**src/design/assert_macros.svh**
```systemverilog
// Assertion macros used by the top-level RTL file.
`ifndef ASSERT_MACROS_SVH
`define ASSERT_MACROS_SVH
`ifndef NO_ASSERTIONS
`define QC_ASSERT(lbl, clk, rstn, prop) \
    lbl: assert property (@(posedge clk) disable iff (!rstn) prop) else $error("assertion failed");
`define QC_NEVER(lbl, clk, rstn, cond) \
    lbl: assert property (@(posedge clk) disable iff (!rstn) !(cond)) else $error("forbidden condition");
`else
`define QC_ASSERT(lbl, clk, rstn, prop)
`define QC_NEVER(lbl, clk, rstn, cond)
`endif
`endif

```
**src/design/qcmt_pkg.sv**
```systemverilog
// Shared types and constants of the quasi-clique membership tracker.
package qcmt_pkg;
    localparam logic [2:0] OP_WSLOT  = 3'd0;
    localparam logic [2:0] OP_WROW   = 3'd1;
    localparam logic [2:0] OP_ADD    = 3'd2;
    localparam logic [2:0] OP_REMOVE = 3'd3;
    localparam logic [2:0] OP_QUERY  = 3'd4;
    localparam logic [2:0] OP_CLEAR  = 3'd5;

    localparam int VERT_W  = 12;
    localparam int SLOT_W  = 16;
    localparam int CNT_W   = 12;
    localparam int SIZE_W  = 13;
    localparam int EDGE_W  = 16;
    localparam int GAMMA_W = 17;
    localparam int PAIR_W  = 25;
    localparam int PROD_W  = GAMMA_W + PAIR_W;
    localparam int BOUND_W = PROD_W - 15;

    localparam logic [CNT_W-1:0]   CNT_MAX   = '1;
    localparam logic [EDGE_W-1:0]  EDGE_MAX  = '1;
    localparam logic [GAMMA_W-1:0] GAMMA_ONE = 17'd65536;
    localparam logic [GAMMA_W-1:0] GAMMA_RST = 17'd58982;

    typedef struct packed {
        logic [CNT_W-1:0] cnt;
        logic             member;
        logic             cand;
    } vstate_t;
endpackage

```
**src/design/qcmt_rem.sv**
```systemverilog
// Slot reduction unit: maps a row start into the slot range by reciprocal multiplication.
module qcmt_rem #(
    parameter int EDGE_SLOTS = 65536
) (
    input  logic                          clk,
    input  logic                          rst_n,
    input  logic                          start,
    input  logic [qcmt_pkg::SLOT_W-1:0]   value,
    output logic                          done,
    output logic [$clog2(EDGE_SLOTS)-1:0] rem
);
    import qcmt_pkg::*;

    localparam int SW = $clog2(EDGE_SLOTS);
    localparam bit WIDE = (EDGE_SLOTS >= (1 << SLOT_W));
    localparam logic [31:0] RECIP = WIDE ? 32'd0
                                         : 32'((64'd1 << 32) / 64'(EDGE_SLOTS) + 64'd1);
    localparam logic [SLOT_W-1:0] DIVISOR = WIDE ? '0 : SLOT_W'(EDGE_SLOTS);

    logic [SLOT_W-1:0]  value_reg;
    logic [SLOT_W+31:0] prod_reg;
    logic               busy_reg;
    logic [SLOT_W-1:0]  quot;
    logic [SLOT_W-1:0]  rem_full;

    always_ff @(posedge clk or negedge rst_n)
    begin
        if (!rst_n)
        begin
            busy_reg <= 1'b0;
        end
        else
        begin
            busy_reg <= start;
        end
    end

    always_ff @(posedge clk)
    begin
        if (start)
        begin
            value_reg <= value;
            prod_reg  <= (SLOT_W + 32)'(value) * (SLOT_W + 32)'(RECIP);
        end
    end

    // quotient is exact for a 16-bit value and a slot count below 65536
    assign quot     = prod_reg[SLOT_W+31:32];
    assign rem_full = WIDE ? value_reg
                           : value_reg - SLOT_W'(32'(quot) * 32'(DIVISOR));

    assign done = busy_reg;
    assign rem  = SW'(rem_full);
endmodule

```
**config.mk**
```make
export PLATFORM = sky130hd
export DESIGN_NAME = qcmt_rem
export DESIGN_NICKNAME = d
export VERILOG_FILES = /design/src/design/assert_macros.svh /design/src/design/qcmt_pkg.sv /design/src/design/qcmt_rem.sv
export SDC_FILE = /design/constraint.sdc
export NUM_CORES = 1
export LEC_CHECK = 0
export BUFFER_PORTS_ARGS = -buffer_cell sky130_fd_sc_hd__clkbuf_2
export CAP_MARGIN = 20
export CORE_UTILIZATION = 37
export CTS_CLUSTER_DIAMETER = 200
export CTS_CLUSTER_SIZE = 10
export DETAILED_ROUTE_END_ITERATION = 8
export GPL_ROUTABILITY_DRIVEN = 0
export GPL_TIMING_DRIVEN = 0
export HOLD_SLACK_MARGIN = 0.03
export PLACE_DENSITY = 0.78
export SLEW_MARGIN = 20
export SYNTH_ARGS = -nofsm -noshare
export SYNTH_HDL_FRONTEND = slang
export SYNTH_SLANG_ARGS = --single-unit
```
**constraint.sdc**
```tcl
create_clock -name clk -period 0.8 [get_ports clk]
set_input_delay 0.04 -clock clk [delete_from_list [all_inputs] [get_ports clk]]
set_output_delay 0.04 -clock clk [all_outputs]
set_load 0.01 [all_outputs]
```
==> metrics.cfg <==
[outcome]
outcome=finished with violations
violations=negative setup slack

[routing]
drt.antenna.violating_nets=0
wl_um=1180
vias=377
vias_per_cell=4.333
wl_per_cell_um=13.56
dr.pass1.iters=4
initialDrtViolationCount=16
drc_errors=0

[floorplan]
io_pins=36
num_rows=12
die-area_um2=1518
die_x_um=38.96
start_util_pct=42.62
core_area_um2=1186
dieHeight_um=38.96

[global_route]
track_usage_pct=17.96
grt_pass1_vias=357
antenna_found_initial=0
grt-ovfl-total=0
grt_max_degree=18
grt_pass1_wl_um=1573

[sta]
finalHoldViolations=0
hold-worst-slack_ns=0.04692
period_needed_ns=0.8725
rsz0062_at_grt=true
max_freq_ghz=1.146
drv_slew=0
fin_ws_ns=-0.07246
setup_viol=17
tns_ns=-0.7097
maxSlewHeadroom_pct=73.81
finalCritPeriodShare_pct=109.1
tightest_slew_ns=0.3929

[critical_path]
crit_required_ns=0.76
crit_path_end_kind=output pin
worst_path_largest_cell_delay_ns=0.40
setup.worst_path.end=rem[6]
critPathLaunch=rem[6]
worst_setup_path_start_kind=register
path_depth=1
crit_family=flip-flops
crit_chain=clkbuf_2
worstPathMaxFanout=1
cp.arrival_ns=0.83
critPathSlowestCell=edfxtp_1
critical_path_buf_inv_count=1
worstSetupPathType=reg -> out

[synthesis]
ys_seq_area_share_pct=100.0
synthCells=17
synth_warnings=0
synth_top_area_share_pct=95.05
syn-num-nets=36
synth_area_leaders=edfxtp_1 (95%), dfrtp_1 (5.0%)
syn_area_per_cell_um2=29.73
ys_types=2
synth.largest_area_cell=edfxtp_1
ys_seq_elements=17
syn_area_um2=505.5

[pwr]
p_leak_nw=0.4021
power_density_nw_per_um2=1941
max-vdd-ir-drop_v=0.001245

[final_layout]
multi_input_cells=0
stdcell_area_um2=895.9
drive_gt1_share_pct=53.42
layout.nets=93
register_area_um2=505.5
diodes=0
area_growth_pct=77.23
fill_cells=83
multiInputGateArea_um2=0

[placement]
placed_cell_area_um2=698.2
io_buffer_count=35
dp_worst_setup_slack_ns=0.05290

[clock_tree]
cts_buffer_depth=2
postCtsSetupRepairBufs=0
cts_buffers=3
clock_sinks=17
root_buffer=clkbuf_4
ctsHtreeMaxLevel=1
clk_pin_slew_ns=0.10
tritoncts=built

[flow_run]
max_cap_violations=0

[worst_hold_path]
min_path_type=in -> async

power by group:
group / leakage [nW] / switching (mW) / internal, mW
Sequential: 0.168 / 0.0203 / 1.05
Combinational: 0.216 / 0.0965 / 0.126
Clock: 0.0177 / 0.262 / 0.186
per-layer routing:
layer / vias up / GRT usage [%] / wire length [um]
li1: 181 / - / -
met5: - / 0 / 0
met1: 171 / 15.81 / 376
met4: 0 / 7.759 / 7
met2: 23 / 35.83 / 736
met3: 2 / 5.202 / 60
how the worst min path moves through the flow:
stage	startpoint	end	slack, ns	depth (start not counted)
global placement	rst_n	done	-0.19	1
CTS	rst_n	done	0.06	2
floorplan	rst_n	done	-0.26	0
detailed placement	rst_n	done	-0.18	1
finish	rst_n	done	0.05	2
global route	rst_n	done	0.05	2
sequential cells by signal, summed over array words and instances (netlist names):
register  flops
done          1
rem          16
metrics by stage:
| stage | total power [mW] | std cells | utilization (%) |
|---|---|---|---|
| 4_1_cts | 1.744 | 87 | 75.53 |
| 2_1_floorplan | 1.125 | 17 | - |
| 6_report | 1.739 | 87 | 75.53 |
| 3_5_place_dp | 1.243 | 66 | 58.86 |
| 5_1_grt | 1.806 | 87 | 75.53 |
| 3_3_place_gp | 1.235 | 66 | 58.86 |
repair_timing:
item	4_1_cts	5_1_grt
hold buffers	17	0
endpoints found under the setup margin	17	17
endpoints found under the hold margin	17	0
gates resized for setup	0	1
final cells by class:
type | instances | area share (%)
sequential | 17 | 56.42
timing repair buffer | 52 | 38.55
clock inverter | 1 | 0.5587
tap | 14 | 1.955
clock buffer | 3 | 2.514
Yosys cell counts:
master	n
edfxtp_1	16
dfrtp_1	1
kinds of logic (layout without fill, tap and decap cells):
group                  Yosys count  in the layout  synth area share (%)
buffers and inverters            0             56                     0
flip-flops                      17             17                 100.0
cell usage in the layout (no fill, tap or decap):
master	instances
buf_2	1
clkbuf_2	34
clkbuf_4	3
clkinv_2	1
dfrtp_1	1
dlygate4sd3_1	17
edfxtp_1	16
Note: power is estimated with default switching activity, not from simulation.
