--- config.mk ---
export PLATFORM = sky130hd
export DESIGN_NAME = qcmt_ram
export DESIGN_NICKNAME = d
export VERILOG_FILES = /design/src/design/assert_macros.svh /design/src/design/qcmt_ram.sv
export SDC_FILE = /design/constraint.sdc
export NUM_CORES = 1
export LEC_CHECK = 0
export BUFFER_PORTS_ARGS = -buffer_cell sky130_fd_sc_hd__buf_2
export CAP_MARGIN = 10
export CORE_AREA = 8 8 87 147
export CTS_BUF_LIST = sky130_fd_sc_hd__clkbuf_4
export CTS_CLUSTER_SIZE = 28
export DETAILED_ROUTE_END_ITERATION = 7
export DIE_AREA = 0 0 95 155
export PLACE_DENSITY = 0.69
export SYNTH_ARGS = -nofsm -noshare
export SYNTH_HDL_FRONTEND = slang
export SYNTH_SLANG_ARGS = --single-unit
--- constraint.sdc ---
create_clock -name clk -period 3.7 [get_ports clk]
set_clock_uncertainty 0.05 [all_clocks]
set_input_delay 0.555 -clock clk [delete_from_list [all_inputs] [get_ports clk]]
set_output_delay 0.555 -clock clk [all_outputs]
set_load 0.01 [all_outputs]
--- src/design/assert_macros.svh ---
// Assertion macros used by the top-level RTL file.
`ifndef ASSERT_MACROS_SVH
`define ASSERT_MACROS_SVH
`ifndef NO_ASSERTIONS
`define QC_ASSERT(lbl, clk, rstn, prop) \
    lbl: assert property (@(posedge clk) disable iff (!rstn) prop) else $error("assertion failed");
`define QC_NEVER(lbl, clk, rstn, cond) \
    lbl: assert property (@(posedge clk) disable iff (!rstn) !(cond)) else $error("forbidden condition");
`else
`define QC_ASSERT(lbl, clk, rstn, prop)
`define QC_NEVER(lbl, clk, rstn, cond)
`endif
`endif

--- src/design/qcmt_ram.sv ---
// Generic simple dual-port RAM with registered read.
module qcmt_ram #(
    parameter int WIDTH = 8,
    parameter int DEPTH = 16
) (
    input  logic                     clk,
    input  logic                     we,
    input  logic [$clog2(DEPTH)-1:0] waddr,
    input  logic [WIDTH-1:0]         wdata,
    input  logic [$clog2(DEPTH)-1:0] raddr,
    output logic [WIDTH-1:0]         rdata
);
    logic [WIDTH-1:0] mem [DEPTH];

    always_ff @(posedge clk)
    begin
        if (we)
        begin
            mem[waddr] <= wdata;
        end
        rdata <= mem[raddr];
    end
endmodule

==> results_dict.tcl, run 1 <==
set metrics [dict create \
    cts-resized-gates 0 \
    dieArea_um2 14700 \
    grt_pass1_wl_mm 14.7 \
    slew_viol_final 0 \
    worst_slew_margin_rel 0.381 \
    ys_ff_latch 136 \
    arrival_ns 2.20 \
    fin_hold_ws_ns 0.374 \
    power.switching_uw 638 \
    grt_pass1_vias 2513 \
    r2r_cells 3 \
    grt_max_degree 33 \
    drive_gt1_frac 0.282 \
    routed_wl_mm 9.64 \
    leakage_uw 0.00186 \
    path_class "input pin to flip-flop" \
    path_max_fanout 17 \
    n_antenna_cell 0 \
    synth_top_area_frac 0.747 \
    wire_per_inst_um 23.4 \
    grt-ovfl-total 0 \
    cts_hold_buf 0 \
    initial_utilization 0.472 \
    synthTopCellsByCount "edfxtp_1, mux4_2, a22oi_1" \
    r2r_start "mem[0][0]$_DFFE_PP_" \
    clkSinkCount 136 \
    syn_nets 247 \
    hold_viol 0 \
    min_path_type "input pin to flip-flop" \
    power_uw 2820 \
    comb_power_share 0.054 \
    yosys-top-cells-area "edfxtp_1, mux4_2, mux4_1" \
    switching_share 0.226 \
    syn-instance-count 229 \
    vias 2332 \
    grt_use_met1 0.157 \
    dominantRegCellSynth "edfxtp_1" \
    irDropWorstVdd_mv 0.300 \
    synth_cell_types 19 \
    synth_edf_count 128 \
    async_flop_share 0 \
    use_met3 0.0444 \
    worstMarginPinSlew_ns 0.925 \
    finalCritPeriodShare 0.500 \
    r2r_end "rdata[0]$_DFF_P_" \
    cts_inserted_buffers 17 \
    grt_util_met2 0.244 \
    yosysSeqAreaShare 0.778 \
    yosysMostFrequentCell "edfxtp_1" \
    power.density_nw_per_um2 497 \
    whs_endpoint "mem[5][0]$_DFFE_PP_" \
    gp_congestion 0.726 \
    post-dp-hpwl_mm 6.44 \
    synth_top_area_cell "edfxtp_1" \
    ff2ff_setup_slack_ns 2.29 \
    drcViolationCount 0 \
    syn_area_per_cell_um2 22.5 \
    clk_latency_ns 0.50 \
    port_buffers 25 \
    status "complete, no violations" \
    chipHeight_um 155 \
    clk_path_buf_depth 2 \
    yosys_warnings 0 \
    viasPerCell 5.66 \
    first_iter_violations 225 \
    grt.total_usage 0.142 \
    fmax_ghz 0.540 \
    fin_util 0.520 \
    grt_antenna_before_repair 0 \
    area_delta_synth_final_pct 10.3 \
    dr.pass1.iters 5 \
    h-tree-depth 4 \
    core.rowCount 51 \
    required_ns 4.05 \
    cts_tree "built" \
    busiest_layer "met2" \
    fill_cells 844 \
    cts-root-buf "clkbuf_4" \
    worstSetupEndpointType "flip-flop" \
    worst_hold_path.num_cells 1 \
    synth_area_um2 5150 \
    pwr-share-clk 0.333 \
    min_period_ns 1.85 \
    finalSetupViolations 0 \
    min_from "wdata[0]" \
    seqPwrFrac 0.612 \
    ios 26 \
    p_int_uw 2190 \
    cap_violations 0 \
    design.core.area_um2 10900 \
    clk_pin_slew_ns 0.12 \
    dieWidth_um 95 \
    nets 285 \
    setup_tns_ns 0 \
    postCtsSetupRepairBufs 0 \
    critPathLaunchType "input pin" \
    rsz0062_at_grt "false" \
    ant_nets 0 \
]
[sequential cells by signal, summed over array words and instances (netlist names)]
name	cells
mem	128
rdata	8
[critical path, cell delays in order]
cell	delay [ns]
buf_2	0.46
buf_12	0.26
mux4_1	0.58
a22oi_1	0.26
nand2_1	0.08
[final cells by class]
cell class                      instances  area, µm²  area share
Multi-Input combinational cell         83       1060       0.187
Sequential cell                       136       4000       0.705
Timing Repair Buffer                   29        168      0.0295
Clock buffer                           17        128      0.0225
Clock inverter                         15        153      0.0269
Tap cell                              132        165      0.0291
[power by group through the flow]
stage / clock network [µW] / logic (µW) / registers [µW]
floorplan: 0 / 87.4 / 1770
global placement: 0 / 153 / 1760
detailed placement: 0 / 157 / 1770
CTS: 962 / 158 / 1730
global route: 1030 / 168 / 1730
finish: 941 / 153 / 1730
[metrics by stage]
| stage | instance area (µm²) | worst slack [ns] | cells |
|---|---|---|---|
| after floorplan | 5150 | 1.60 | 229 |
| after global placement | 5400 | 1.34 | 380 |
| after detailed placement | 5400 | 1.31 | 380 |
| after CTS | 5680 | 1.87 | 412 |
| after global routing | 5680 | 1.77 | 412 |
| final | 5680 | 1.85 | 412 |
[placed cells by master (no fill, tap or decap), types with 8 or more instances in the layout]
master and instances:
dfxtp_1 8, mux4_2 18, buf_2 25, a22oi_1 16
nand2_1 9, edfxtp_1 128, mux4_1 14, nor2_1 13
clkbuf_4 17
[worst max path at each step]
stage                           to  slack, ns  depth (start not counted)     start
6_report          rdata[5]$_DFF_P_       1.85                          5  raddr[0]
5_1_grt           rdata[5]$_DFF_P_       1.77                          5  raddr[0]
4_1_cts           rdata[5]$_DFF_P_       1.87                          5  raddr[0]
2_1_floorplan  mem[0][0]$_DFFE_PP_       1.60                          2  waddr[2]
3_5_place_dp      rdata[5]$_DFF_P_       1.31                          5  raddr[0]
3_3_place_gp      rdata[5]$_DFF_P_       1.34                          5  raddr[0]
[logic make-up after synthesis]
logic type | after synthesis | share of synthesized area
AO/OA/AOI/OAI | 16 | 0.0233
AND/OR/NAND/NOR | 35 | 0.0318
buffers and inverters | 10 | 0.0168
flip-flops | 136 | 0.778
multiplexers | 32 | 0.150
[routing by layer]
| metal | wire, µm | up-vias |
|---|---|---|
| met2 | 5440 | 73 |
| met1 | 3610 | 1198 |
| met3 | 482 | 8 |
| li1 | - | 1053 |
| met5 | 0 | - |
| met4 | 108 | 0 |
(Power assumes the default switching activity.)
==> run 2, diff against run 1 <==
==> constraint.sdc (replaced) <==
create_clock -name clk -period 1.8 [get_ports clk]
set_clock_uncertainty 0.05 [all_clocks]
set_input_delay 0.27 -clock clk [delete_from_list [all_inputs] [get_ports clk]]
set_output_delay 0.27 -clock clk [all_outputs]
set_load 0.01 [all_outputs]
==> run 2 against run 1 <==
Critical path depth fell by 2. Utilization grew 2.1 points. Non-clock buffer count grew 21. Highest routed layer unchanged. Clock-buffer cell count increased by 1. Hold slack got worse by 0.29 ns. Via count increased by 5.5%.
==> results_dict.tcl, run 2 (synthesized netlist as in run 1, its figures left out) <==
set metrics [dict create \
    drcViolationCount 0 \
    nets 306 \
    path_max_fanout 1 \
    worstMarginPinSlew_ns 0.416 \
    viasPerCell 5.67 \
    final_common_cell "edfxtp_1" \
    min_path_type "input pin to flip-flop" \
    pwr-share-clk 0.368 \
    cts-resized-gates 0 \
    max_stage_delay_ns 0.55 \
    gp_congestion 0.770 \
    rsz0062_at_grt "false" \
    largest-register "mem" \
    critPathLaunchType "flip-flop" \
    dr.pass1.iters 4 \
    h-tree-depth 4 \
    dieWidth_um 95 \
    most-common-layout-cells "edfxtp_1, buf_2, buf_4, mux4_2, clkbuf_4" \
    largest_reg_flops 128 \
    switching_share 0.200 \
    area_delta_synth_final_pct 14.8 \
    hold_viol 0 \
    core.rowCount 51 \
    wire_per_inst_um 22.2 \
    vias 2461 \
    grt_antenna_before_repair 1 \
    clk_path_buf_depth 2 \
    path_cells "mux4_1, a22oi_1, nand2_1" \
    grt-ovfl-total 0 \
    clk_latency_ns 0.51 \
    required_ns 2.15 \
    irDropWorstVdd_mv 0.657 \
    min_period_ns 1.37 \
    dieArea_um2 14700 \
    ios 26 \
    routed_wl_mm 9.65 \
    chipHeight_um 155 \
    grt_pass1_vias 2658 \
    cts_inserted_buffers 17 \
    design.core.area_um2 10900 \
    leakage_uw 0.00201 \
    power.switching_uw 1230 \
    fmax_ghz 0.730 \
    cts_tree "built" \
    ant_nets 0 \
    first_iter_violations 268 \
    crit_slowest_cell "mux4_1" \
    status "complete, no violations" \
    postCtsSetupRepairBufs 0 \
    comb_power_share 0.055 \
    post-dp-hpwl_mm 6.66 \
    initial_utilization 0.472 \
    port_buffers 25 \
    fin_hold_ws_ns 0.0822 \
    top_regs "mem x128, rdata x8" \
    cts_hold_buf 0 \
    finalSetupViolations 0 \
    p_int_uw 4930 \
    seqPwrFrac 0.577 \
    path_class "flip-flop to flip-flop" \
    finalCritPeriodShare 0.762 \
    power.density_nw_per_um2 1040 \
    fill_cells 815 \
    cap_violations 0 \
    drive_gt1_frac 0.326 \
    worstSetupEndpointType "flip-flop" \
    clk_pin_slew_ns 0.11 \
    grt_max_degree 28 \
    setup_tns_ns 0 \
    cts-root-buf "clkbuf_4" \
    grt_pass1_wl_mm 15.2 \
    grt.total_usage 0.145 \
    clkSinkCount 136 \
    fin_util 0.542 \
    arrival_ns 1.72 \
    slew_viol_final 0 \
    worst_slew_margin_rel 0.723 \
]
## run 2: worst max-delay path: cells and delay by family (launching register included)
family / cells / cell delay [ns]
mux: 1 / 0.55
flops: 1 / 0.38
compound gates: 1 / 0.19
simple gates: 1 / 0.10
## run 2: worst paths after layout
path / start / endpoint / slack [ns] / cells after the start
max reg2reg: mem[5][2]$_DFFE_PP_ / rdata[2]$_DFF_P_ / 0.43 / 3
min reg2reg: mem[11][4]$_DFFE_PP_ / rdata[4]$_DFF_P_ / 0.62 / 3
min: wdata[4] / mem[15][4]$_DFFE_PP_ / 0.08 / 1
max: mem[5][2]$_DFFE_PP_ / rdata[2]$_DFF_P_ / 0.43 / 3
## run 2: metal layers
layer	routed length, µm	vias up	track usage
met1	3620	1268	0.157
met3	441	21	0.0410
met2	5300	74	0.248
met4	285	0	0.0734
met5	0	-	0
li1	-	1098	-
## run 2: area by class of cell
| class | count | area (µm²) | area share |
|---|---|---|---|
| clock buffers | 18 | 135 | 0.0229 |
| multi-input cells | 83 | 1060 | 0.180 |
| clock inverters | 14 | 204 | 0.0345 |
| well taps | 132 | 165 | 0.0279 |
| repair buffers | 50 | 338 | 0.0572 |
| flip-flops and latches | 136 | 4000 | 0.677 |
| diodes | 1 | 2.50 | 0.000423 |
## run 2: through the flow
stage	cell area (µm²)	total power, µW	instances	setup slack, ns
CTS	5910	6210	433	0.397
global placement	5570	3960	401	0.0765
detailed placement	5570	3970	401	0.0744
finish	5910	6160	434	0.429
floorplan	5150	3810	229	0.214
global route	5910	6380	434	0.336
## run 2: power by group through the flow
stage                     Sequential (µW)  Combinational (µW)  Clock, µW
after floorplan                      3630                 180          0
after global placement               3620                 338          0
after detailed placement             3630                 346          0
after CTS                            3550                 347       2310
after global routing                 3560                 370       2440
final                                3550                 340       2270
