==> src/design/assert_macros.svh <==
// Assertion macros used by the top-level RTL file.
`ifndef ASSERT_MACROS_SVH
`define ASSERT_MACROS_SVH
`ifndef NO_ASSERTIONS
`define QC_ASSERT(lbl, clk, rstn, prop) \
    lbl: assert property (@(posedge clk) disable iff (!rstn) prop) else $error("assertion failed");
`define QC_NEVER(lbl, clk, rstn, cond) \
    lbl: assert property (@(posedge clk) disable iff (!rstn) !(cond)) else $error("forbidden condition");
`else
`define QC_ASSERT(lbl, clk, rstn, prop)
`define QC_NEVER(lbl, clk, rstn, cond)
`endif
`endif

==> src/design/qcmt_pkg.sv <==
// Shared types and constants of the quasi-clique membership tracker.
package qcmt_pkg;
    localparam logic [2:0] OP_WSLOT  = 3'd0;
    localparam logic [2:0] OP_WROW   = 3'd1;
    localparam logic [2:0] OP_ADD    = 3'd2;
    localparam logic [2:0] OP_REMOVE = 3'd3;
    localparam logic [2:0] OP_QUERY  = 3'd4;
    localparam logic [2:0] OP_CLEAR  = 3'd5;

    localparam int VERT_W  = 12;
    localparam int SLOT_W  = 16;
    localparam int CNT_W   = 12;
    localparam int SIZE_W  = 13;
    localparam int EDGE_W  = 16;
    localparam int GAMMA_W = 17;
    localparam int PAIR_W  = 25;
    localparam int PROD_W  = GAMMA_W + PAIR_W;
    localparam int BOUND_W = PROD_W - 15;

    localparam logic [CNT_W-1:0]   CNT_MAX   = '1;
    localparam logic [EDGE_W-1:0]  EDGE_MAX  = '1;
    localparam logic [GAMMA_W-1:0] GAMMA_ONE = 17'd65536;
    localparam logic [GAMMA_W-1:0] GAMMA_RST = 17'd58982;

    typedef struct packed {
        logic [CNT_W-1:0] cnt;
        logic             member;
        logic             cand;
    } vstate_t;
endpackage

==> src/design/qcmt_bound.sv <==
// Density bound pipeline: ceil(gamma * floor(n(n-1)/2)) over two register stages.
module qcmt_bound (
    input  logic                          clk,
    input  logic [qcmt_pkg::SIZE_W-1:0]   n,
    input  logic [qcmt_pkg::GAMMA_W-1:0]  gamma,
    output logic [qcmt_pkg::BOUND_W-1:0]  bound
);
    import qcmt_pkg::*;

    logic [PAIR_W-1:0]  pairs_reg;
    logic [GAMMA_W-1:0] gamma_reg;
    logic [PROD_W-1:0]  prod_reg;
    logic [2*SIZE_W-1:0] nn;
    logic [PROD_W:0]    rounded;

    assign nn = (2*SIZE_W)'(n) * (2*SIZE_W)'(n - SIZE_W'(1));

    always_ff @(posedge clk)
    begin
        pairs_reg <= PAIR_W'(nn >> 1);
        gamma_reg <= (gamma > GAMMA_ONE) ? GAMMA_ONE : gamma;
        prod_reg  <= PROD_W'(gamma_reg) * PROD_W'(pairs_reg);
    end

    assign rounded = (PROD_W + 1)'(prod_reg) + (PROD_W + 1)'(65535);
    assign bound   = BOUND_W'(rounded >> 16);
endmodule

==> config.mk <==
export PLATFORM = sky130hd
export DESIGN_NAME = qcmt_bound
export DESIGN_NICKNAME = d
export VERILOG_FILES = /design/src/design/assert_macros.svh /design/src/design/qcmt_pkg.sv /design/src/design/qcmt_bound.sv
export SDC_FILE = /design/constraint.sdc
export NUM_CORES = 1
export LEC_CHECK = 0
export ABC_AREA = 1
export BUFFER_PORTS_ARGS = -buffer_cell sky130_fd_sc_hd__buf_2
export CORE_MARGIN = 2
export CORE_UTILIZATION = 70
export CTS_CLUSTER_DIAMETER = 60
export DETAILED_ROUTE_END_ITERATION = 10
export GPL_TIMING_DRIVEN = 0
export PLACE_DENSITY_LB_ADDON = 0.25
export SLEW_MARGIN = 20
export SYNTH_ARGS = -nofsm -noshare
export SYNTH_HDL_FRONTEND = slang
export SYNTH_SLANG_ARGS = --single-unit
==> constraint.sdc <==
create_clock -name clk -period 18 [get_ports clk]
set_input_delay 0.9 -clock clk [delete_from_list [all_inputs] [get_ports clk]]
set_output_delay 0.9 -clock clk [all_outputs]
set_load 0.01 [all_outputs]
==> flow_summary.ini, run 1 <==
[logic_synthesis]
synth-edff-count = 0
synthesis.nets = 3883
synth_cell_types = 46
syn_avg_cell_area_um2 = 7.56
sequential_area_share_after_synthesis_pct = 7.06
postSynth.topFlopCell = sky130_fd_sc_hd__dfxtp_1
post-synth-top-area-fraction_pct = 39.8
post_synth_main_area_contributors = sky130_fd_sc_hd__fa_1 40%, sky130_fd_sc_hd__inv_1 14%, sky130_fd_sc_hd__nand2_1 13%
synth_cells = 3153
synth-async-reset-ratio_pct = 0
yosys.area.top_type = sky130_fd_sc_hd__fa_1
yosysMostFrequentCell = sky130_fd_sc_hd__inv_1
synthesis.area_um2 = 23800
synthTopCellsByCount = 861 x sky130_fd_sc_hd__inv_1, 839 x sky130_fd_sc_hd__nand2_1, 474 x sky130_fd_sc_hd__fa_1
yosys_register_bits = 84
yosys_warnings = 0

[cells_and_area]
final_core_util_pct = 74.5
filler_cell_count = 2581
largest_register_ff_count = 42
area.growth.synth_to_final_pct = 4.87
finished_layout_cells = 3673
antenna_cells_inserted = 0
nets = 3951
final_layout_size_suffix_gt1_share_pct = 3.72

[global_route]
grt_pass1_wl_um = 117000
largest_net_degree_at_the_start_of_global_routing = 15
initial_antenna_violation_count = 1
grt_remaining_overflow = 0
first_global_vias = 22600
groute.usage.overall_pct = 43.5

[sta]
slew_violations = 0
total_of_endpoints_with_negative_setup_slack_in_the_final_report = 0
worst_clock_skew_ns = 0.0168
post-route-worst-setup-slack_ns = 10.28
clock.fmax_ghz = 0.129
grt_setup_unrepaired = false
max_slew.worst_pin.slew_ns = 0.937
fin_setup_tns_ns = 0
relSlewSlack_pct = 37.5
final-hold-violation-count = 0
crit_share_post_route_pct = 42.9
fin_crit_ns = 7.72

[setup_path]
cp_data_required_time_ns = 18.24
worst_r2r_path_depth = 21
worstPathArrival_ns = 7.96
path_class = input port to register
ff_to_ff_end = prod_reg[40]
critPathCaptureType = register
crit_start = n[0]
r2r_start = pairs_reg[17]
path_max_fanout = 11
timing.reg2reg.setup_slack_ns = 11.16
timing.critical_path.from_type = input port

[detailed_routing]
finalWirelength_um = 73600
drt.antenna.violating_nets = 0
drt_iter0_markers = 1866
drc_errors = 0
dr_total_vias = 21000
number_of_vias_per_cell_after_detailed_routing = 5.72
wl_per_cell_um = 20.0
drt_pre_antenna_iters = 6

[clock_tree]
cts_htree_levels = 3
cts.reportedPaths.clkPinSlew_ns = 0.06
cts-root-to-sink-buffers = 2
cts_num_sinks = 84
clock_insertion_delay_worst_skew_ns = 0.37
post_cts_resized = 0
postCtsSetupBuffers = 0
tritoncts.num_buffers = 9
ctsHoldBuffers = 0
cts_tree = yes
clock-root-buffer = sky130_fd_sc_hd__clkbuf_16

[placement]
io_buffers = 57
pre_cts_ws_ns = 9.99
gp_congestion = 1.06
placedCellCount = 3658
place.detailed.hpwl_um = 62000

[floorplan]
boundaryPins = 58
dieWidth_um = 189
initial_utilization_pct = 71.1
coreArea_um2 = 33500
floorplan.rows = 67
floorplan.die_area_um2 = 35500
dieHeight_um = 189

[outcome]
run_status = finished, final reports clean

[hold_path]
holdPathEnd = gamma_reg[16]
min_delay_path_depth = 2
holdCritStartpoint = gamma[16]
timing.hold.worst.class = input port to register

[job]
max_cap_viol_count = 0
[cell families (layout without fill, tap and decap cells)]
kind of cell	count (synthesis)	count (layout)	share of synthesized area [%]
adder cells (fa/ha/maj)	699	699	51.6
flip-flops	84	84	7.06
AND/OR/NAND/NOR	1195	1195	20.3
AO/OA/AOI/OAI	123	123	2.96
XOR/XNOR	64	64	2.35
buffers and inverters	988	1060	15.7
[metal layers]
layer	wire, um	part of all wire (%)	global-route usage [%]	vias to the layer above
li1	-	-	-	9155
met1	25200	34	50.6	10100
met2	34300	47	72.0	1372
met3	7210	9.8	8.31	418
met4	6800	9.2	32.6	2
met5	18	0.024	0	-
[per-stage QoR]
stage          hold slack, ns  instance area (um2)
4_1_cts                 0.738                25000
2_1_floorplan           0.556                23800
6_report                0.749                25000
3_5_place_dp            0.794                24700
3_3_place_gp            0.790                24700
5_1_grt                 0.757                25000
[worst max-delay path, cell delays in order]
cell and delay (ns):
sky130_fd_sc_hd__buf_2 0.12, sky130_fd_sc_hd__buf_2 0.17, sky130_fd_sc_hd__inv_1 0.08, sky130_fd_sc_hd__clkbuf_1 0.49, sky130_fd_sc_hd__ha_1 0.28, sky130_fd_sc_hd__nand2_1 0.15, sky130_fd_sc_hd__inv_1 0.14, sky130_fd_sc_hd__nand3_1 0.09
sky130_fd_sc_hd__ha_1 0.42, sky130_fd_sc_hd__inv_1 0.33, sky130_fd_sc_hd__nand2_1 0.15, sky130_fd_sc_hd__fa_1 0.50, sky130_fd_sc_hd__fa_1 0.52, sky130_fd_sc_hd__inv_1 0.06, sky130_fd_sc_hd__fa_1 0.55, sky130_fd_sc_hd__fa_1 0.44
sky130_fd_sc_hd__fa_1 0.50, sky130_fd_sc_hd__inv_1 0.05, sky130_fd_sc_hd__fa_1 0.35, sky130_fd_sc_hd__inv_1 0.09, sky130_fd_sc_hd__ha_1 0.31, sky130_fd_sc_hd__a21oi_1 0.41, sky130_fd_sc_hd__o21ai_0 0.13, sky130_fd_sc_hd__a21oi_1 0.30
sky130_fd_sc_hd__nand3_1 0.24, sky130_fd_sc_hd__xor2_1 0.19
[area by class of cell]
cell class	instances	area [um2]	area share, %
clock inverter	6	90.1	0.361
multi-input combinational	2081	18400	73.7
clock buffer	9	225	0.901
tap	448	561	2.24
timing repair buffer	57	285	1.14
buffer	119	473	1.89
sequential	84	1680	6.73
inverter	869	3260	13.1
[worst max path at each step]
stage	slack [ns]	to	cells after the start
6_report	10.28	pairs_reg[21]	26
5_1_grt	10.03	pairs_reg[24]	30
4_1_cts	10.37	pairs_reg[24]	30
3_5_place_dp	9.99	pairs_reg[24]	28
3_3_place_gp	10.01	pairs_reg[24]	29
2_1_floorplan	11.40	pairs_reg[14]	28
[layout by cell type (no fill, tap or decap), drive strengths merged]
cell type,instances
nand4,25
dfxtp,84
a31oi,2
xnor2,19
a41oi,1
and3,3
o21bai,11
nor4,7
clkinv,9
nand2b,2
a21o,2
o21ai,36
clkbuf,121
nor3,9
or2,1
xor2,45
ha,225
bufinv,2
and2,1
nor2,226
fa,474
nand2,852
nand3b,4
a21oi,66
nor3b,2
a21boi,3
o21a,1
buf,64
o211ai,1
nand3,63
inv,863
clkinvlp,1
Power of run 1 is not shown: default switching activity piles up to over one toggle a cycle in this logic, so the estimate is an artifact.
==> run 2, diff against run 1 <==
CORE_UTILIZATION = 60   (was 70)
clock period = 6.95 ns   (was 18 ns; I/O delays follow)
==> run 2 against run 1 <==
Wire length is 2.1% lower. Utilization shrank 11 points. Non-clock buffer count rose by 2. Hold slack worse by 0.58 ns. Clock-buffer cell count stayed put. Highest routed layer is now met4. Register-to-register slack lost 11 ns. Via count is 3.8% lower. Critical path depth is 4 lower. Clock skew fell by 0.0067 ns. Setup slack got worse by 10 ns. Final area up 0.65%.
==> flow_summary.ini, run 2 (synthesis results as in run 1) <==
[sta]
fin_setup_tns_ns = 0
fin_crit_ns = 6.77
max_slew.worst_pin.slew_ns = 0.905
total_of_endpoints_with_negative_setup_slack_in_the_final_report = 0
slew_violations = 0
final-hold-violation-count = 0
clock.fmax_ghz = 0.148
relSlewSlack_pct = 39.7
crit_share_post_route_pct = 97.4
grt_setup_unrepaired = false
worst_clock_skew_ns = 0.0101

[hold_path]
holdCritStartpoint = gamma[16]
timing.hold.worst.class = input port to register
min_delay_path_depth = 2
holdPathEnd = gamma_reg[16]

[clock_tree]
ctsHoldBuffers = 0
cts_tree = yes
cts-root-to-sink-buffers = 2
cts_htree_levels = 3
clock-root-buffer = sky130_fd_sc_hd__clkbuf_16
cts_num_sinks = 84
tritoncts.num_buffers = 9
clock_insertion_delay_worst_skew_ns = 0.37
cts.reportedPaths.clkPinSlew_ns = 0.06

[detailed_routing]
finalWirelength_um = 72000
drc_errors = 0
drt.antenna.violating_nets = 0
drt_pre_antenna_iters = 6
number_of_vias_per_cell_after_detailed_routing = 5.39
drt_iter0_markers = 1440
wl_per_cell_um = 19.2
dr_total_vias = 20200

[cells_and_area]
final_core_util_pct = 63.7
antenna_cells_inserted = 0
largest_register_ff_count = 42
layout_commonest_cell = sky130_fd_sc_hd__inv_1
nets = 3953
final_layout_size_suffix_gt1_share_pct = 4.09
layout.cells.most_common_list = 858 x sky130_fd_sc_hd__inv_1, 839 x sky130_fd_sc_hd__nand2_1, 474 x sky130_fd_sc_hd__fa_1
area.growth.synth_to_final_pct = 5.56

[global_route]
initial_antenna_violation_count = 0
first_global_vias = 21400
largest_net_degree_at_the_start_of_global_routing = 15
groute.usage.overall_pct = 36.7
grt_remaining_overflow = 0
grt_pass1_wl_um = 114000

[setup_path]
timing.critical_path.from_type = register
worstPathArrival_ns = 7.02
timing.reg2reg.setup_slack_ns = 0.18
r2r_start = gamma_reg[6]
worst_r2r_path_depth = 22
ff_to_ff_end = prod_reg[40]
critPathCaptureType = register
path_class = register to register
path_max_fanout = 10
cp_data_required_time_ns = 7.20

[placement]
io_buffers = 57
place.detailed.hpwl_um = 61900
gp_congestion = 0.977

[floorplan]
dieHeight_um = 203
initial_utilization_pct = 60.4
dieWidth_um = 203
floorplan.rows = 73
coreArea_um2 = 39500
boundaryPins = 58
floorplan.die_area_um2 = 41300

[job]
max_cap_viol_count = 0

[outcome]
run_status = finished, final reports clean
[run 2: changes by cell type in the layout (fill, tap and decap cells not counted), sizes merged]
cell | before | now
inv | 863 | 862
clkinv | 9 | 7
clkinvlp | 1 | 3
clkbuf | 121 | 118
bufinv | 2 | 3
buf | 64 | 69
[run 2: how the worst max path moves through the flow]
stage	start	endpoint	slack, ns	depth (start not counted)
floorplan	n[0]	pairs_reg[14]	0.90	28
global placement	n[0]	pairs_reg[24]	-0.62	28
detailed placement	n[0]	pairs_reg[24]	-0.65	28
CTS	n[0]	pairs_reg[24]	0.002	29
global route	gamma_reg[6]	prod_reg[40]	0.02	22
finish	gamma_reg[6]	prod_reg[40]	0.18	22
[run 2: what timing repair did]
action / in CTS / in global routing
pin swaps: 0 / 1
resized for setup: 1 / 10
setup endpoints to repair: 9 / 7
endpoints found under the hold margin: 0 / 0
buffers inserted: 0 / 4
[run 2: layout make-up]
type	instances	area [um2]
timing repair buffer	61	315
sequential	84	1680
tap	525	657
multi-input combinational	2081	18400
clock inverter	6	113
fill	3668	14300
inverter	869	3270
buffer	117	468
clock buffer	9	225
[run 2: critical path, stage by stage (launching register included)]
cell,delay [ns]
sky130_fd_sc_hd__dfxtp_1,0.30
sky130_fd_sc_hd__clkbuf_1,0.55
sky130_fd_sc_hd__clkbuf_1,0.59
sky130_fd_sc_hd__nand2_1,0.18
sky130_fd_sc_hd__fa_1,0.54
sky130_fd_sc_hd__inv_1,0.05
sky130_fd_sc_hd__fa_1,0.49
sky130_fd_sc_hd__inv_1,0.06
sky130_fd_sc_hd__fa_1,0.49
sky130_fd_sc_hd__inv_1,0.06
sky130_fd_sc_hd__fa_1,0.53
sky130_fd_sc_hd__inv_1,0.06
sky130_fd_sc_hd__fa_1,0.47
sky130_fd_sc_hd__inv_1,0.05
sky130_fd_sc_hd__fa_1,0.53
sky130_fd_sc_hd__ha_1,0.42
sky130_fd_sc_hd__nand2_1,0.12
sky130_fd_sc_hd__nor2_1,0.20
sky130_fd_sc_hd__inv_1,0.10
sky130_fd_sc_hd__nor3_1,0.33
sky130_fd_sc_hd__nand4_1,0.26
sky130_fd_sc_hd__nand4_1,0.17
sky130_fd_sc_hd__nand2_1,0.09
[run 2: per-layer routing]
layer	part of all wire (%)	GRT usage, %	vias to the layer above
li1	-	-	9159
met2	49	64.3	862
met5	0	0	-
met4	7.8	24.3	0
met3	6.7	4.31	265
met1	36	42.4	9924
[run 2: stage by stage]
step	hold WS [ns]	area, um2	setup slack [ns]	cells
global route	0.186	25200	0.0186	3752
detailed placement	0.548	24800	-0.650	3735
finish	0.170	25200	0.182	3752
floorplan	0.438	23800	0.901	3153
global placement	0.534	24800	-0.623	3735
CTS	0.167	25100	0.00226	3749
Power of run 2 is left out for the same reason.
==> run 3, diff against run 2 <==
clock period = 6 ns   (was 6.95 ns; I/O delays follow)
==> run 3 against run 2 <==
Global-route usage increased by 0.098 points. Utilization up 1.6 points. Hold slack worse by 0.051 ns. Clock-buffer cell count up 1. Flip-flop and latch count unchanged. Setup slack lost 0.092 ns. First-iteration DRC count decreased by 1.0%. Non-clock buffer count shrank 23. Register-to-register slack lost 0.06 ns. Wire length up 0.47%. Sequential share of layout area up 0.066 points.
==> flow_summary.ini, run 3 (synthesis results as in run 1) <==
[sta]
grt_setup_unrepaired = true
fin_crit_ns = 5.91
fin_setup_tns_ns = 0
clock.fmax_ghz = 0.169
max_slew.worst_pin.slew_ns = 0.575
total_of_endpoints_with_negative_setup_slack_in_the_final_report = 0
relSlewSlack_pct = 61.3
worst_clock_skew_ns = 0.00924
slew_violations = 0
crit_share_post_route_pct = 98.5
final-hold-violation-count = 0
post-route-worst-setup-slack_ns = 0.0899

[setup_path]
timing.critical_path.buf_inv = 9
critical_path_depth = 28
r2r_start = gamma_reg[9]
path_max_fanout = 7
timing.reg2reg.setup_slack_ns = 0.12
timing.critical_path.mode_cell = sky130_fd_sc_hd__fa_1
critPathSlowestCell = sky130_fd_sc_hd__fa_2
worst_r2r_path_depth = 19
path_class = input port to register
cpLargestDelayFamily = adder cells
timing.critical_path.from_type = input port
worstPathArrival_ns = 6.15
timing.critical_path.slowest_cell_delay_ns = 0.63
cp_data_required_time_ns = 6.24
critPathCaptureType = register
ff_to_ff_end = prod_reg[36]
crit_start = n[1]

[floorplan]
boundaryPins = 58
floorplan.rows = 73
dieHeight_um = 203
floorplan.die_area_um2 = 41300
initial_utilization_pct = 60.4
coreArea_um2 = 39500
dieWidth_um = 203

[placement]
placedCellCount = 3735
io_buffers = 57
place.detailed.hpwl_um = 62000
pre_cts_ws_ns = -1.27
gp_congestion = 0.997

[cells_and_area]
layout.cells.most_common_list = 843 x sky130_fd_sc_hd__inv_1, 828 x sky130_fd_sc_hd__nand2_1, 469 x sky130_fd_sc_hd__fa_1
layout_commonest_cell = sky130_fd_sc_hd__inv_1
final_core_util_pct = 65.4
antenna_cells_inserted = 0
final_layout_size_suffix_gt1_share_pct = 10.6
largest_register_ff_count = 42
area.growth.synth_to_final_pct = 8.26
finished_layout_cells = 3730
nets = 3930

[detailed_routing]
wl_per_cell_um = 19.4
drt.antenna.violating_nets = 0
drt_iter0_markers = 1425
drt_pre_antenna_iters = 7
dr_total_vias = 20200
finalWirelength_um = 72400
drc_errors = 0
number_of_vias_per_cell_after_detailed_routing = 5.43

[clock_tree]
cts-root-to-sink-buffers = 2
cts_num_sinks = 84
clock_insertion_delay_worst_skew_ns = 0.37
cts_tree = yes
ctsHoldBuffers = 0
cts.reportedPaths.clkPinSlew_ns = 0.07
tritoncts.num_buffers = 9
clock-root-buffer = sky130_fd_sc_hd__clkbuf_16
cts_htree_levels = 3

[hold_path]
timing.hold.worst.class = input port to register
holdCritStartpoint = gamma[16]
min_delay_path_depth = 2
holdPathEnd = gamma_reg[16]

[global_route]
initial_antenna_violation_count = 0
grt_pass1_wl_um = 114000
groute.usage.overall_pct = 36.8
first_global_vias = 21400
largest_net_degree_at_the_start_of_global_routing = 16
grt_remaining_overflow = 0

[job]
max_cap_viol_count = 0

[outcome]
run_status = finished, final reports clean
[run 3: routing by layer]
| layer | global-route usage (%) | share of wire, % |
|---|---|---|
| met1 | 43.0 | 36 |
| met2 | 64.1 | 49 |
| met3 | 3.63 | 6.5 |
| met4 | 24.9 | 8.3 |
| met5 | 0 | 0 |
[run 3: what timing repair did]
item	in CTS	in global routing
buffers inserted	8	14
endpoints found under the setup margin	45	39
gates resized for setup	151	173
gates cloned	0	0
pin swaps	13	37
[run 3: cell type report]
| cell class | instances | area, um2 |
|---|---|---|
| fill | 3551 | 13700 |
| clock buffer | 10 | 229 |
| multi-input combinational | 2081 | 18900 |
| sequential | 84 | 1740 |
| timing repair buffer | 79 | 472 |
| inverter | 869 | 3310 |
| clock inverter | 6 | 47.5 |
| tap | 525 | 657 |
| buffer | 76 | 488 |
[run 3: per-stage QoR]
step,area [um2],hold slack (ns)
floorplan,23800,0.390
global placement,24800,0.488
detailed placement,24800,0.498
CTS,25300,0.110
global route,25800,0.109
finish,25800,0.119
[run 3: how the worst max path moves through the flow]
| stage | endpoint |
|---|---|
| after global placement | pairs_reg[24] |
| final | pairs_reg[22] |
| after floorplan | pairs_reg[14] |
| after global routing | pairs_reg[21] |
| after detailed placement | pairs_reg[24] |
| after CTS | pairs_reg[22] |
[run 3: worst reg2reg max path: cells and delay by family, from the launching register on]
kind,cells,cell delay [ns]
flops,1,0.53
simple gates,4,0.39
fa+ha+maj,7,3.46
compound gates,4,0.87
buf+inv,4,0.52
Power of run 3 is left out for the same reason.
